## config.mk

```make
export PLATFORM = sky130hd
export DESIGN_NAME = hgc_ctrl
export DESIGN_NICKNAME = d
export VERILOG_FILES = /design/src/rtl/hgc_pkg.sv /design/src/rtl/hgc_ctrl.sv
export SDC_FILE = /design/constraint.sdc
export NUM_CORES = 1
export LEC_CHECK = 0
export ABC_CLOCK_PERIOD_IN_PS = 1600
export BUFFER_PORTS_ARGS = -buffer_cell sky130_fd_sc_hd__buf_4
export CAP_MARGIN = 20
export CORE_MARGIN = 1.5
export CORE_UTILIZATION = 25
export CTS_BUF_LIST = sky130_fd_sc_hd__clkbuf_4 sky130_fd_sc_hd__clkbuf_8 sky130_fd_sc_hd__clkbuf_16
export CTS_CLUSTER_SIZE = 25
export DETAILED_ROUTE_END_ITERATION = 10
export GPL_TIMING_DRIVEN = 1
export SLEW_MARGIN = 25
export SYNTH_ARGS = -nofsm -noshare
export SYNTH_HDL_FRONTEND = slang
export SYNTH_SLANG_ARGS = --single-unit
export TNS_END_PERCENT = 30
```

## constraint.sdc

```tcl
create_clock -name clock -period 1.6 [get_ports clock]
set_input_delay 0 -clock clock [delete_from_list [all_inputs] [get_ports clock]]
set_output_delay 0 -clock clock [all_outputs]
set_load 0.01 [all_outputs]
```

## src/rtl/hgc_pkg.sv

```systemverilog
// Package for the hash-grid corner request generator.
// Shared constants and the controller/datapath command and status types.
// No dependencies.
package hgc_pkg;

   // Spatial-hash primes for the y and z axes
   localparam logic [31:0] PRIME_Y = 32'd2654435761;
   localparam logic [31:0] PRIME_Z = 32'd805459861;

   // Grid resolution register
   localparam int          RES_BITS  = 13;
   localparam logic [12:0] RES_RESET = 13'd16;

   // Corner numbering: x offset in bit 2, y in bit 1, z in bit 0
   localparam int         CORNER_BITS = 3;
   localparam logic [2:0] LAST_CORNER = 3'd7;

   // Controller to datapath commands
   typedef struct packed {
      logic                   load_point;   // latch an accepted point
      logic                   scale;        // scale coordinates, split cell/fraction
      logic                   prep;         // per-axis weights and hash products
      logic                   load_corner;  // load one corner into the output register
      logic                   last_corner;  // the corner being loaded is the final one
      logic [CORNER_BITS-1:0] corner;       // corner being loaded
   } hgc_cmd_type;

   // Datapath to controller status
   typedef struct packed {
      logic out_free;  // output register empty or being taken this cycle
   } hgc_status_type;

endpackage

```

## src/rtl/hgc_ctrl.sv

```systemverilog
// Sequencer for the hash-grid corner request generator.
// Walks each point through scale, prepare and eight corner loads.
// Depends on hgc_pkg.
module hgc_ctrl
   import hgc_pkg::*;
(
   input  logic           clock,
   input  logic           reset,
   input  logic           req_valid,
   output logic           req_ready,
   input  hgc_status_type status,
   output hgc_cmd_type    cmd
);

   localparam logic [1:0] ST_IDLE  = 2'd0;
   localparam logic [1:0] ST_SCALE = 2'd1;
   localparam logic [1:0] ST_PREP  = 2'd2;
   localparam logic [1:0] ST_EMIT  = 2'd3;

   logic [1:0]             state_ff, state_in;
   logic [CORNER_BITS-1:0] corner_ff, corner_in;
   logic                   emit_go;

   assign req_ready = (state_ff == ST_IDLE);
   assign emit_go   = (state_ff == ST_EMIT) && status.out_free;

   // Commands to the datapath
   always_comb begin
      cmd.load_point  = req_valid && req_ready;
      cmd.scale       = (state_ff == ST_SCALE);
      cmd.prep        = (state_ff == ST_PREP);
      cmd.load_corner = emit_go;
      cmd.last_corner = (corner_ff == LAST_CORNER);
      cmd.corner      = corner_ff;
   end

   // Next state
   always_comb begin
      state_in  = state_ff;
      corner_in = corner_ff;
      unique case (state_ff)
         ST_IDLE: begin
            corner_in = '0;
            if (req_valid) state_in = ST_SCALE;
         end
         ST_SCALE: state_in = ST_PREP;
         ST_PREP:  state_in = ST_EMIT;
         ST_EMIT: begin
            if (emit_go) begin
               corner_in = corner_ff + CORNER_BITS'(1);
               if (corner_ff == LAST_CORNER) state_in = ST_IDLE;
            end
         end
         default: state_in = ST_IDLE;
      endcase
   end

   always_ff @(posedge clock) begin
      if (reset) begin
         state_ff  <= ST_IDLE;
         corner_ff <= '0;
      end else begin
         state_ff  <= state_in;
         corner_ff <= corner_in;
      end
   end

endmodule

```

==> results.yml <==
synth:
  synthFlopType: "dfxtp_1"
  syn-num-nets: 42
  synthArstFlopShare_pct: 0
  yosysTopAreaCell: "dfxtp_1"
  syn_avg_cell_area_um2: 10.2
  ys_warn_count: 0
  synth_most_common_cell: "ha_1"
  synthTopCellsByCount: "6 x ha_1, 5 x dfxtp_1, 4 x nor2_1, 3 x inv_1, 3 x mux2i_1"
  syn-cell-area_um2: 325
  syn_inst: 32
  synth-seq-cells: 5
  ys_top_cells_by_area: "dfxtp_1 31%, ha_1 23%, mux2i_1 9.2%"
  yosysTopAreaCellShare_pct: 30.8
  synthDistinctLibCells: 15
  synth-edff-count: 0
  yosysSeqAreaShare_pct: 30.8
outcome:
  outcome: "finished clean"
finish:
  area_growth_pct: 43.1
  stdcell_count: 62
  final_area_um2: 465
  fin_nets: 59
  n_antenna_cell: 0
  drive_gt1_share_pct: 41.7
  post-route-util_pct: 40.3
timing:
  worst_slew_pin_slew_ns: 0.259
  slew_headroom_pct: 82.3
  min_period_over_period_pct: 84.0
  finalSetupViolations: 0
  slew_viol_final: 0
  final.setup.tns_ns: 0
  hold_ws_ns: 0.159
  fmax_mhz: 744
  rsz0062_at_grt: "false"
  skew_ns: 0.00217
  min_period_ns: 1.34
  hold_viol: 0
floorplan:
  die_h_um: 39.1
  fp.dieArea_um2: 1530
  io_pins: 13
  rows: 12
  fp.coreArea_um2: 1160
  die_w_um: 39.1
  initial_utilization_pct: 28.1
setup_path:
  path_max_fanout: 3
  crit_required_ns: 1.73
  crit_type: "flop to flop"
  end_kind: "flop"
  cp-start-kind: "flop"
  cp.arrival_ns: 1.48
placed_design:
  place_inst: 57
  gp_congestion: 0.688
  post-dp-hpwl_um: 451
  portBuffers: 12
  placed_cell_area_um2: 425
grt:
  grtUsageTotal_pct: 9.67
  grt_max_degree: 7
  grt-ovfl-total: 0
  grt_pass1_vias: 242
  antenna_found_initial: 0
  grt_pass1_wl_um: 972
detailed_routing:
  dr.pass1.iters: 1
  routed_wl_um: 537
  vias: 255
  first_iter_violations: 0
  routedWlPerCell_um: 8.66
  viasPerCell: 4.11
  drc_errors: 0
  ant_nets: 0
clock_network:
  cts_sinks: 5
  cts-root-buf: "clkbuf_4"
  path_clk_slew_ns: 0.04
  post-cts-setup-buffers: 0
  cts_buffers: 3
  cts_tree: "built"
  clock_latency_ns: 0.24
  cts.path.max_buffers: 2
  h-tree-depth: 1
flow_run:
  cap_violations: 0
worst_hold_path:
  hold_path.class: "primary input to flop"
power_and_ir_drop:
  p_leak_uw: 0.000241
  irDropWorstVdd_v: 0.000566
  power_density_nw_per_um2: 1440
[sequential cells by signal (all words and copies together), names as in the netlist]
register,count
corner_ff,3
state_ff,2
[repair_timing]
item / CTS / global route
endpoints found under the setup margin: 0 / 0
resized for setup: 0 / 0
hold buffers: 1 / 0
hold endpoints to repair: 3 / 0
[cells by family after synthesis]
logic type / share of synthesized area [%]
adder cells (fa/ha/maj): 23.1
buffers and inverters: 5.77
AND/OR/NAND/NOR: 13.8
flip-flops: 30.8
multiplexers: 9.23
AO/OA/AOI/OAI: 17.3
[path summary, 6_finish.rpt]
| kind | startpoint | endpoint | slack [ns] | depth (start not counted) |
|---|---|---|---|---|
| min reg2reg | state_ff[0] | state_ff[0] | 0.54 | 1 |
| max reg2reg | corner_ff[0] | state_ff[0] | 0.26 | 5 |
| max | corner_ff[0] | state_ff[0] | 0.26 | 5 |
| min | status | state_ff[0] | 0.16 | 4 |
[layout by cell type, fill, tap and decap left out, drive strengths merged]
| cell type | instances |
|---|---|
| and2 | 2 |
| buf | 12 |
| dfxtp | 5 |
| a21boi | 1 |
| clkbuf | 4 |
| o21a | 1 |
| a21bo | 1 |
| inv | 3 |
| ha | 6 |
| or2b | 2 |
| mux2i | 3 |
| a21oi | 1 |
| dlygate4sd3 | 1 |
| nor2 | 4 |
| a22oi | 2 |
[per-stage QoR]
stage,power (uW),worst slack [ns]
finish,669,0.257
global route,729,0.192
CTS,689,0.245
detailed placement,515,0.252
global placement,510,0.265
floorplan,401,0.201
[per-layer routing]
| layer | part of all wire, % | vias up | track usage (%) |
|---|---|---|---|
| met5 | 0 | - | 0 |
| met1 | 48 | 109 | 11.8 |
| li1 | - | 138 | - |
| met3 | 8.0 | 0 | 6.94 |
| met2 | 44 | 8 | 13.3 |
| met4 | 0 | 0 | 2.59 |
[final cells by class]
type / instances / area, um2
Clock buffer: 4 / 30.0
Inverter: 3 / 11.3
Tap cell: 14 / 17.5
Fill cell: 114 / 691
Sequential cell: 5 / 100
Multi-Input combinational cell: 23 / 206
Timing Repair Buffer: 13 / 100
[worst max-delay path, cell delays in order, from the launching register on]
cell and delay, ns:
dfxtp_1 0.32, ha_1 0.20, ha_1 0.19, a21bo_2 0.22, a21boi_4 0.14, o21a_1 0.16
[power breakdown]
group          internal (uW)  switching (uW)
Combinational            176             156
Clock                    111            50.2
Sequential               150            25.8
No activity file was read; power rests on OpenSTA's default activity.
